===== src/rtl/core/deq_pkg.sv =====
// Shared types, constants and helpers for the double-ended queue with search.
// Used by deq_front, deq_back, the top level and the port checker.
package deq_pkg;

    localparam int DEPTH      = 16;
    localparam int DATA_WIDTH = 32;
    localparam int IDX_W      = $clog2(DEPTH);
    localparam int CNT_W      = $clog2(DEPTH + 1);
    localparam int VALUE_W    = 32;
    localparam int REQ_W      = 3;
    localparam int STAT_W     = 2;
    localparam int CFG_W      = 32;
    localparam int PADDR_W    = 3;
    localparam int S_TDATA_W  = 32;
    localparam int M_TDATA_W  = 40;

    // Register index, taken from paddr[2].
    localparam logic REG_MATCH_MASK = 1'b0;
    localparam logic [CFG_W-1:0] MATCH_MASK_RESET = '1;

    typedef enum logic [REQ_W-1:0] {
        OP_PUSH_FRONT = 3'd0,
        OP_PUSH_BACK  = 3'd1,
        OP_POP_FRONT  = 3'd2,
        OP_POP_BACK   = 3'd3,
        OP_PEEK_FRONT = 3'd4,
        OP_PEEK_BACK  = 3'd5,
        OP_FIND       = 3'd6,
        OP_REMOVE     = 3'd7
    } op_t;

    typedef enum logic [STAT_W-1:0] {
        ST_OK       = 2'd0,
        ST_EMPTY    = 2'd1,
        ST_FULL     = 2'd2,
        ST_NOTFOUND = 2'd3
    } status_t;

    // Classified request as it travels from the front part to the back part.
    typedef struct packed {
        logic                  push;
        logic                  take;
        logic                  search;
        logic                  at_back;
        logic                  consume;
        logic [DATA_WIDTH-1:0] value;
    } req_t;

    // Ring position of the entry that lies off places behind base.
    // The offset never exceeds DEPTH, so one conditional subtract wraps it.
    function automatic logic [IDX_W-1:0] slot_add(input logic [IDX_W-1:0] base,
                                                  input logic [CNT_W-1:0] off);
        logic [CNT_W:0] sum;
        sum = {{(CNT_W+1-IDX_W){1'b0}}, base} + {1'b0, off};
        if (sum >= (CNT_W+1)'(DEPTH)) begin
            sum = sum - (CNT_W+1)'(DEPTH);
        end
        return sum[IDX_W-1:0];
    endfunction

endpackage


===== src/rtl/core/double_ended_queue_with_search_unit.sv =====
// Top level of the double-ended queue with search: configuration register,
// front part (deq_front) and back part (deq_back). Uses deq_pkg.
//
// Usage: requests enter on the s_axis stream, the operation code in tuser and
// the value or search key in tdata. Each request yields exactly one transfer on
// the m_axis stream carrying the result value, the current entry count and a
// status code. The match mask is written through the APB port at address 0
// while no request is in flight.
// A push or a refused request goes from the idle state straight to the result
// state; a pop or peek first reads the ring store, and a find or remove scans
// from the front entry. A remove that hits also closes the gap: the scan visits
// one entry per cycle and each later entry is moved forward in turn through the
// single write port of the ring store. The time the back part is busy with a
// request sets the spacing of results.
// The input side holds up to two requests in a queue, so it keeps accepting
// while the back part works; requests are executed one at a time.
// Reset empties the queue and the store and sets the match mask to all ones.
// When the receiver stalls, one finished result waits in the output register,
// the back part holds the next result, and the input queue fills and then
// drops tready.
module double_ended_queue_with_search_unit (
    input  logic                          aclk,
    input  logic                          aresetn,
    input  logic                          s_axis_tvalid,
    output logic                          s_axis_tready,
    input  logic [deq_pkg::S_TDATA_W-1:0] s_axis_tdata,  // item_value
    input  logic [deq_pkg::REQ_W-1:0]     s_axis_tuser,  // req_type
    output logic                          m_axis_tvalid,
    input  logic                          m_axis_tready,
    output logic [deq_pkg::M_TDATA_W-1:0] m_axis_tdata,  // result_value, item_count, zero pad
    output logic [deq_pkg::STAT_W-1:0]    m_axis_tuser,  // status
    input  logic                          psel,
    input  logic                          penable,
    input  logic                          pwrite,
    input  logic [deq_pkg::PADDR_W-1:0]   paddr,
    input  logic [deq_pkg::CFG_W-1:0]     pwdata,
    output logic [deq_pkg::CFG_W-1:0]     prdata,
    output logic                          pready
);

    logic [deq_pkg::CFG_W-1:0]   match_mask_reg;
    logic                        q_valid;
    logic                        q_ready;
    deq_pkg::req_t               q_req;
    logic [deq_pkg::VALUE_W-1:0] res_value;
    deq_pkg::status_t            res_status;
    logic [deq_pkg::CNT_W-1:0]   res_count;

    assign pready = 1'b1;
    assign prdata = (paddr[2] == deq_pkg::REG_MATCH_MASK) ? match_mask_reg : '0;

    always_ff @(posedge aclk) begin
        if (!aresetn) begin
            match_mask_reg <= deq_pkg::MATCH_MASK_RESET;
        end else if (psel && penable && pwrite && pready &&
                     (paddr[2] == deq_pkg::REG_MATCH_MASK)) begin
            match_mask_reg <= pwdata;
        end
    end

    deq_front u_front (
        .aclk          (aclk),
        .aresetn       (aresetn),
        .s_axis_tvalid (s_axis_tvalid),
        .s_axis_tready (s_axis_tready),
        .s_axis_tdata  (s_axis_tdata),
        .s_axis_tuser  (s_axis_tuser),
        .q_valid       (q_valid),
        .q_ready       (q_ready),
        .q_req         (q_req)
    );

    deq_back u_back (
        .aclk       (aclk),
        .aresetn    (aresetn),
        .match_mask (deq_pkg::DATA_WIDTH'(match_mask_reg)),
        .q_valid    (q_valid),
        .q_ready    (q_ready),
        .q_req      (q_req),
        .m_valid    (m_axis_tvalid),
        .m_ready    (m_axis_tready),
        .m_value    (res_value),
        .m_status   (res_status),
        .m_count    (res_count)
    );

    assign m_axis_tdata = deq_pkg::M_TDATA_W'({res_count, res_value});
    assign m_axis_tuser = res_status;

endmodule


===== src/rtl/core/deq_front.sv =====
// Front part: accepts requests from the input stream, decodes the operation
// and holds them in a two-entry queue for the back part. Uses deq_pkg.
module deq_front (
    input  logic                        aclk,
    input  logic                        aresetn,
    input  logic                        s_axis_tvalid,
    output logic                        s_axis_tready,
    input  logic [deq_pkg::S_TDATA_W-1:0] s_axis_tdata,
    input  logic [deq_pkg::REQ_W-1:0]   s_axis_tuser,
    output logic                        q_valid,
    input  logic                        q_ready,
    output deq_pkg::req_t               q_req
);

    deq_pkg::req_t dec_req;
    deq_pkg::req_t q_mem [2];
    logic          wr_ptr_reg;
    logic          rd_ptr_reg;
    logic [1:0]    fill_reg;
    logic          do_push;
    logic          do_pop;

    always_comb begin
        dec_req         = '0;
        dec_req.value   = deq_pkg::DATA_WIDTH'(s_axis_tdata[deq_pkg::VALUE_W-1:0]);
        case (deq_pkg::op_t'(s_axis_tuser)) inside
            deq_pkg::OP_PUSH_FRONT, deq_pkg::OP_PUSH_BACK: begin
                dec_req.push = 1'b1;
            end
            deq_pkg::OP_POP_FRONT, deq_pkg::OP_POP_BACK,
            deq_pkg::OP_PEEK_FRONT, deq_pkg::OP_PEEK_BACK: begin
                dec_req.take = 1'b1;
            end
            default: begin
                dec_req.search = 1'b1;
            end
        endcase
        dec_req.at_back = (s_axis_tuser == deq_pkg::OP_PUSH_BACK) ||
                          (s_axis_tuser == deq_pkg::OP_POP_BACK) ||
                          (s_axis_tuser == deq_pkg::OP_PEEK_BACK);
        dec_req.consume = (s_axis_tuser == deq_pkg::OP_POP_FRONT) ||
                          (s_axis_tuser == deq_pkg::OP_POP_BACK) ||
                          (s_axis_tuser == deq_pkg::OP_REMOVE);
    end

    assign s_axis_tready = (fill_reg != 2'd2);
    assign q_valid       = (fill_reg != 2'd0);
    assign q_req         = q_mem[rd_ptr_reg];
    assign do_push       = s_axis_tvalid && s_axis_tready;
    assign do_pop        = q_valid && q_ready;

    always_ff @(posedge aclk) begin
        if (do_push) begin
            q_mem[wr_ptr_reg] <= dec_req;
        end
    end

    always_ff @(posedge aclk) begin
        if (!aresetn) begin
            wr_ptr_reg <= 1'b0;
            rd_ptr_reg <= 1'b0;
            fill_reg   <= 2'd0;
        end else begin
            if (do_push) begin
                wr_ptr_reg <= ~wr_ptr_reg;
            end
            if (do_pop) begin
                rd_ptr_reg <= ~rd_ptr_reg;
            end
            fill_reg <= fill_reg + {1'b0, do_push} - {1'b0, do_pop};
        end
    end

endmodule


===== src/rtl/core/deq_back.sv =====
// Back part: owns the ring store, front index and count, carries out one
// request at a time and holds the result in an output register. Uses deq_pkg.
module deq_back (
    input  logic                            aclk,
    input  logic                            aresetn,
    input  logic [deq_pkg::DATA_WIDTH-1:0]  match_mask,
    input  logic                            q_valid,
    output logic                            q_ready,
    input  deq_pkg::req_t                   q_req,
    output logic                            m_valid,
    input  logic                            m_ready,
    output logic [deq_pkg::VALUE_W-1:0]     m_value,
    output deq_pkg::status_t                m_status,
    output logic [deq_pkg::CNT_W-1:0]       m_count
);

    typedef enum logic [4:0] {
        S_IDLE  = 5'b00001,
        S_READ  = 5'b00010,
        S_SCAN  = 5'b00100,
        S_SHIFT = 5'b01000,
        S_RESP  = 5'b10000
    } state_t;

    localparam int CNT_W = deq_pkg::CNT_W;
    localparam int IDX_W = deq_pkg::IDX_W;
    localparam logic [CNT_W-1:0] FULL_CNT = CNT_W'(deq_pkg::DEPTH);
    localparam logic [CNT_W-1:0] ONE_CNT  = CNT_W'(1);
    localparam logic [CNT_W-1:0] TWO_CNT  = CNT_W'(2);

    state_t                        state_reg, state_next;
    logic [IDX_W-1:0]              front_reg, front_next;
    logic [CNT_W-1:0]              count_reg, count_next;
    logic [IDX_W-1:0]              k_reg, k_next;
    deq_pkg::req_t                 req_reg, req_next;
    logic [deq_pkg::DATA_WIDTH-1:0] res_reg, res_next;
    deq_pkg::status_t              stat_reg, stat_next;

    logic                          m_valid_reg;
    logic [deq_pkg::VALUE_W-1:0]   m_value_reg;
    deq_pkg::status_t              m_status_reg;
    logic [CNT_W-1:0]              m_count_reg;
    logic                          load_out;

    logic [deq_pkg::DATA_WIDTH-1:0] mem [deq_pkg::DEPTH];
    logic [deq_pkg::DATA_WIDTH-1:0] rd_data_reg;
    logic                          mem_we;
    logic [IDX_W-1:0]              mem_waddr;
    logic [IDX_W-1:0]              mem_raddr;
    logic [deq_pkg::DATA_WIDTH-1:0] mem_wdata;

    logic [IDX_W-1:0]              front_dec;
    logic [CNT_W-1:0]              k_ext;
    logic                          hit;
    logic                          last;

    assign front_dec = (front_reg == '0) ? IDX_W'(deq_pkg::DEPTH - 1) : front_reg - 1'b1;
    assign k_ext     = CNT_W'(k_reg);
    assign hit       = (((rd_data_reg ^ req_reg.value) & match_mask) == '0);
    assign last      = ((k_ext + ONE_CNT) == count_reg);

    always_comb begin
        state_next = state_reg;
        front_next = front_reg;
        count_next = count_reg;
        k_next     = k_reg;
        req_next   = req_reg;
        res_next   = res_reg;
        stat_next  = stat_reg;
        q_ready    = 1'b0;
        load_out   = 1'b0;
        mem_we     = 1'b0;
        mem_waddr  = front_reg;
        mem_wdata  = rd_data_reg;
        mem_raddr  = front_reg;

        case (state_reg)
            S_IDLE: begin
                q_ready = 1'b1;
                if (q_valid) begin
                    req_next   = q_req;
                    res_next   = '0;
                    stat_next  = deq_pkg::ST_OK;
                    state_next = S_RESP;
                    if (q_req.push) begin
                        if (count_reg == FULL_CNT) begin
                            stat_next = deq_pkg::ST_FULL;
                        end else begin
                            mem_we    = 1'b1;
                            mem_wdata = q_req.value;
                            if (q_req.at_back) begin
                                mem_waddr = deq_pkg::slot_add(front_reg, count_reg);
                            end else begin
                                mem_waddr  = front_dec;
                                front_next = front_dec;
                            end
                            count_next = count_reg + ONE_CNT;
                        end
                    end else if (q_req.take) begin
                        if (count_reg == '0) begin
                            stat_next = deq_pkg::ST_EMPTY;
                        end else begin
                            if (q_req.at_back) begin
                                mem_raddr = deq_pkg::slot_add(front_reg, count_reg - ONE_CNT);
                            end
                            state_next = S_READ;
                        end
                    end else begin
                        if (count_reg == '0) begin
                            stat_next = deq_pkg::ST_NOTFOUND;
                        end else begin
                            k_next     = '0;
                            state_next = S_SCAN;
                        end
                    end
                end
            end
            S_READ: begin
                res_next   = rd_data_reg;
                state_next = S_RESP;
                if (req_reg.consume) begin
                    count_next = count_reg - ONE_CNT;
                    if (!req_reg.at_back) begin
                        front_next = deq_pkg::slot_add(front_reg, ONE_CNT);
                    end
                end
            end
            S_SCAN: begin
                // The next entry is fetched every cycle, so the walk takes one
                // entry per cycle and a removal can start shifting at once.
                mem_raddr = deq_pkg::slot_add(front_reg, k_ext + ONE_CNT);
                if (hit) begin
                    res_next = rd_data_reg;
                    if (req_reg.consume && !last) begin
                        state_next = S_SHIFT;
                    end else begin
                        state_next = S_RESP;
                        if (req_reg.consume) begin
                            count_next = count_reg - ONE_CNT;
                        end
                    end
                end else if (last) begin
                    stat_next  = deq_pkg::ST_NOTFOUND;
                    state_next = S_RESP;
                end else begin
                    k_next = k_reg + 1'b1;
                end
            end
            S_SHIFT: begin
                // rd_data_reg holds the entry behind position k; move it forward.
                mem_we    = 1'b1;
                mem_waddr = deq_pkg::slot_add(front_reg, k_ext);
                mem_wdata = rd_data_reg;
                mem_raddr = deq_pkg::slot_add(front_reg, k_ext + TWO_CNT);
                k_next    = k_reg + 1'b1;
                if ((k_ext + TWO_CNT) >= count_reg) begin
                    count_next = count_reg - ONE_CNT;
                    state_next = S_RESP;
                end
            end
            S_RESP: begin
                if (!m_valid_reg || m_ready) begin
                    load_out   = 1'b1;
                    state_next = S_IDLE;
                end
            end
            default: begin
                state_next = S_IDLE;
            end
        endcase
    end

    always_ff @(posedge aclk) begin
        if (mem_we) begin
            mem[mem_waddr] <= mem_wdata;
        end
        rd_data_reg <= mem[mem_raddr];
    end

    always_ff @(posedge aclk) begin
        k_reg   <= k_next;
        req_reg <= req_next;
        res_reg <= res_next;
        if (load_out) begin
            m_value_reg  <= deq_pkg::VALUE_W'(res_reg);
            m_status_reg <= stat_reg;
            m_count_reg  <= count_reg;
        end
    end

    always_ff @(posedge aclk) begin
        if (!aresetn) begin
            state_reg   <= S_IDLE;
            front_reg   <= '0;
            count_reg   <= '0;
            stat_reg    <= deq_pkg::ST_OK;
            m_valid_reg <= 1'b0;
        end else begin
            state_reg <= state_next;
            front_reg <= front_next;
            count_reg <= count_next;
            stat_reg  <= stat_next;
            if (load_out) begin
                m_valid_reg <= 1'b1;
            end else if (m_ready) begin
                m_valid_reg <= 1'b0;
            end
        end
    end

    assign m_valid  = m_valid_reg;
    assign m_value  = m_value_reg;
    assign m_status = m_status_reg;
    assign m_count  = m_count_reg;

endmodule


===== config.mk =====
export PLATFORM = sky130hd
export DESIGN_NAME = double_ended_queue_with_search_unit
export DESIGN_NICKNAME = d
export VERILOG_FILES = /design/src/rtl/core/deq_pkg.sv /design/src/rtl/core/double_ended_queue_with_search_unit.sv /design/src/rtl/core/deq_front.sv /design/src/rtl/core/deq_back.sv
export SDC_FILE = /design/constraint.sdc
export NUM_CORES = 1
export LEC_CHECK = 0
export ABC_AREA = 1
export BUFFER_PORTS_ARGS = -buffer_cell sky130_fd_sc_hd__buf_2
export CAP_MARGIN = 20
export CORE_ASPECT_RATIO = 1.1
export CORE_UTILIZATION = 39
export CTS_BUF_LIST = sky130_fd_sc_hd__clkbuf_2 sky130_fd_sc_hd__clkbuf_4 sky130_fd_sc_hd__clkbuf_8
export CTS_CLUSTER_DIAMETER = 30
export DETAILED_ROUTE_END_ITERATION = 8
export GPL_TIMING_DRIVEN = 0
export HOLD_SLACK_MARGIN = 0.03
export MAX_ROUTING_LAYER = met4
export PLACE_DENSITY = 0.51
export SYNTH_ARGS = -nofsm -noshare
export SYNTH_HDL_FRONTEND = slang
export SYNTH_HIERARCHICAL = 1
export SYNTH_SLANG_ARGS = --single-unit

===== constraint.sdc =====
create_clock -name aclk -period 8.9 [get_ports aclk]
set_input_delay 0.445 -clock aclk [delete_from_list [all_inputs] [get_ports aclk]]
set_output_delay 0.445 -clock aclk [all_outputs]
set_load 0.01 [all_outputs]

==> metrics <==
CP max FO=19; CTS Root Cell=clkbuf_8; nets@finish=3461; result of the run=completed; total number of H-tree levels=4; clock insertion delay at the later pin of the skew report=0.81 ns; max-cap viol count=0; First DRT Iteration DRCs=1963; Final Hold Viols=0; Final GP Congestion=0.894; r2r startpoint=u_back/front_reg[0]; global route overflow=0; CP Launch Type=flip-flop; Slowest cell on crit path=nor2_4; Slew Viols, Final=0; Area after DPL=between 30000 and 40000 µm²; largest net degree at the start of global routing=32; Final Skew=0.0412 ns; Reg clk slew, reported paths=0.05 ns; M2 GR Usage=39.1%; worst setup path startpoint=u_back/front_reg[0]; final period utilization=between 40% and 50%; post-DP HPWL=roughly 70 mm; Layout Utilization=approximately half; initial antenna violation count=10; Clock Sinks=779; die area=85800 µm²; leakage power=0.0159 µW; most used routing layer=met2; f_max=~260 MHz; GRT Total Usage=23.5%; crit end category=flip-flop; Mapped Cells=a little under 3000; Hold/Removal Path Class=primary input to flip-flop; post_cts resized=0; Min-Delay Path Depth=5; Via-to-Cell Ratio=5.09; Slew @ Worst Pin=1.07 ns; DR vias=23500; Initial Utilization=39.5%; Final Critical Period=3.86 ns; Setup-failing EPs final=0; RSZ-0062 raised after global routing=false; routing usage on met1=29.5%; setup_tns=0 ns; port bufs=146; synthesis-to-finish area growth=22.0%; layout cell share with drive strength beyond 1=20.5%; CP Cell Sequence=ha_1 > fa_1 > nand2_1 > o21ai_0 > o21ai_0 > nand2_1 > a21oi_1 > nand2_1 > nor2_4 > buf_16; DRC errors left=0; Cell Rows=approximately 110; FF-to-FF setup slack=~5.0 ns; Critical Path RT=~9.4 ns; # IOs=154; Num CTS Buffers=around 160; slowest cell delay on critical path=0.73 ns; slew margin rel.=28.2%; Max IR drop VDD=0.000168 V; first-pass GRT wire length=144 mm; met3 usage=3.75%; routed wire length=roughly 100 mm; vias in the first global route=23500; DRT Pass-1 Iters=8; syn avg cell area=roughly 11 µm²; clock tree buffer depth=3; Routed Antenna Nets=0; area of the core=83600 µm²; crit path to=u_back/mem[9][3]; cell mode on critical path=nand2_1; worst r2r dst=u_back/mem[9][3]; post-route cell area=40300 µm²; Crit path arrival time=between 4 and 5 ns; chip height=between 300 and 400 µm; Syn Std Cell Area=between 30000 and 40000 µm²; DIE WIDTH=279 µm; routed length per instance=between 20 and 25 µm; P per Cell Area=approximately 330 nW/µm²; worst reg-to-reg path cell count=10; synth warn=6; max FFs per register=512; critical path type=flip-flop to flip-flop; CTS tree=done
## worst max-delay path, delay by kind of cell (launching register included)
kind | cells | cell delay [ns]
compound gates | 3 | 0.70
flops | 1 | 0.71
fa+ha+maj | 2 | 0.70
simple gates | 4 | 1.18
buf+inv | 1 | 0.24
## routing by layer
layer | wire, µm | vias up | share of wire (%)
met3 | 5600 | 122 | 5.7
met5 | 0 | - | 0
met4 | 1760 | 0 | 1.8
met1 | 42400 | 11500 | 43
li1 | - | 11100 | -
met2 | 48000 | 803 | 49
## cells in the final DEF (no fill, tap or decap), types with 24 or more instances in the layout
master / count
nand3_1: 775
edfxtp_1: 693
nand2_1: 680
buf_2: 262
clkbuf_8: 168
inv_1: 166
nor2_1: 110
dfxtp_1: 86
dlygate4sd3_1: 74
buf_4: 43
mux2_4: 30
clkinv_2: 28
o21ai_0: 27
clkbuf_4: 26
a21oi_1: 25
ha_1: 25
clkinv_1: 24
## worst min path at each step
stage	slack, ns	from	end
6_report	0.20	s_axis_tvalid	u_front/wr_ptr_reg
5_1_grt	0.21	s_axis_tvalid	u_front/wr_ptr_reg
4_1_cts	0.12	s_axis_tvalid	u_front/wr_ptr_reg
3_5_place_dp	0.41	u_back/res_reg[17]	u_back/m_value[17]
3_3_place_gp	0.41	u_back/res_reg[27]	u_back/m_value[27]
2_1_floorplan	0.40	u_back/res_reg[0]	u_back/m_value[0]
## final cells by class
cell class              instances  area [µm²]
diodes                          3        7.51
plain buffers                 171         991
clock buffers                 193        2500
clock inverters                95         978
fillers                      7633       43300
inverters                     178         668
multi-input cells            1808        9050
flip-flops and latches        779       22500
well taps                    1130        1410
repair buffers                261        2120
## where the power goes
part	leakage, µW	internal, µW	switching (µW)
Clock	0.00178	2350	1620
Sequential	0.00704	5030	188
Combinational	0.00712	1190	3060
## timing repair
item / 4_1_cts / 5_1_grt
endpoints found under the setup margin: 0 / 0
endpoints found under the hold margin: 111 / 0
hold buffers: 74 / 0
setup buffers: 0 / 0
## metrics by stage
| stage | cells | hold slack, ns | setup slack (ns) | power (µW) |
|---|---|---|---|---|
| after detailed placement | 4252 | 0.406 | 5.10 | 9480 |
| after floorplan | 2936 | 0.400 | 5.21 | 7610 |
| after global placement | 4212 | 0.406 | 3.11 | 9220 |
| after global routing | 4617 | 0.211 | 4.85 | 14100 |
| after CTS | 4614 | 0.125 | 5.11 | 13500 |
| final | 4618 | 0.198 | 5.04 | 13400 |
(Power assumes the default switching activity.)
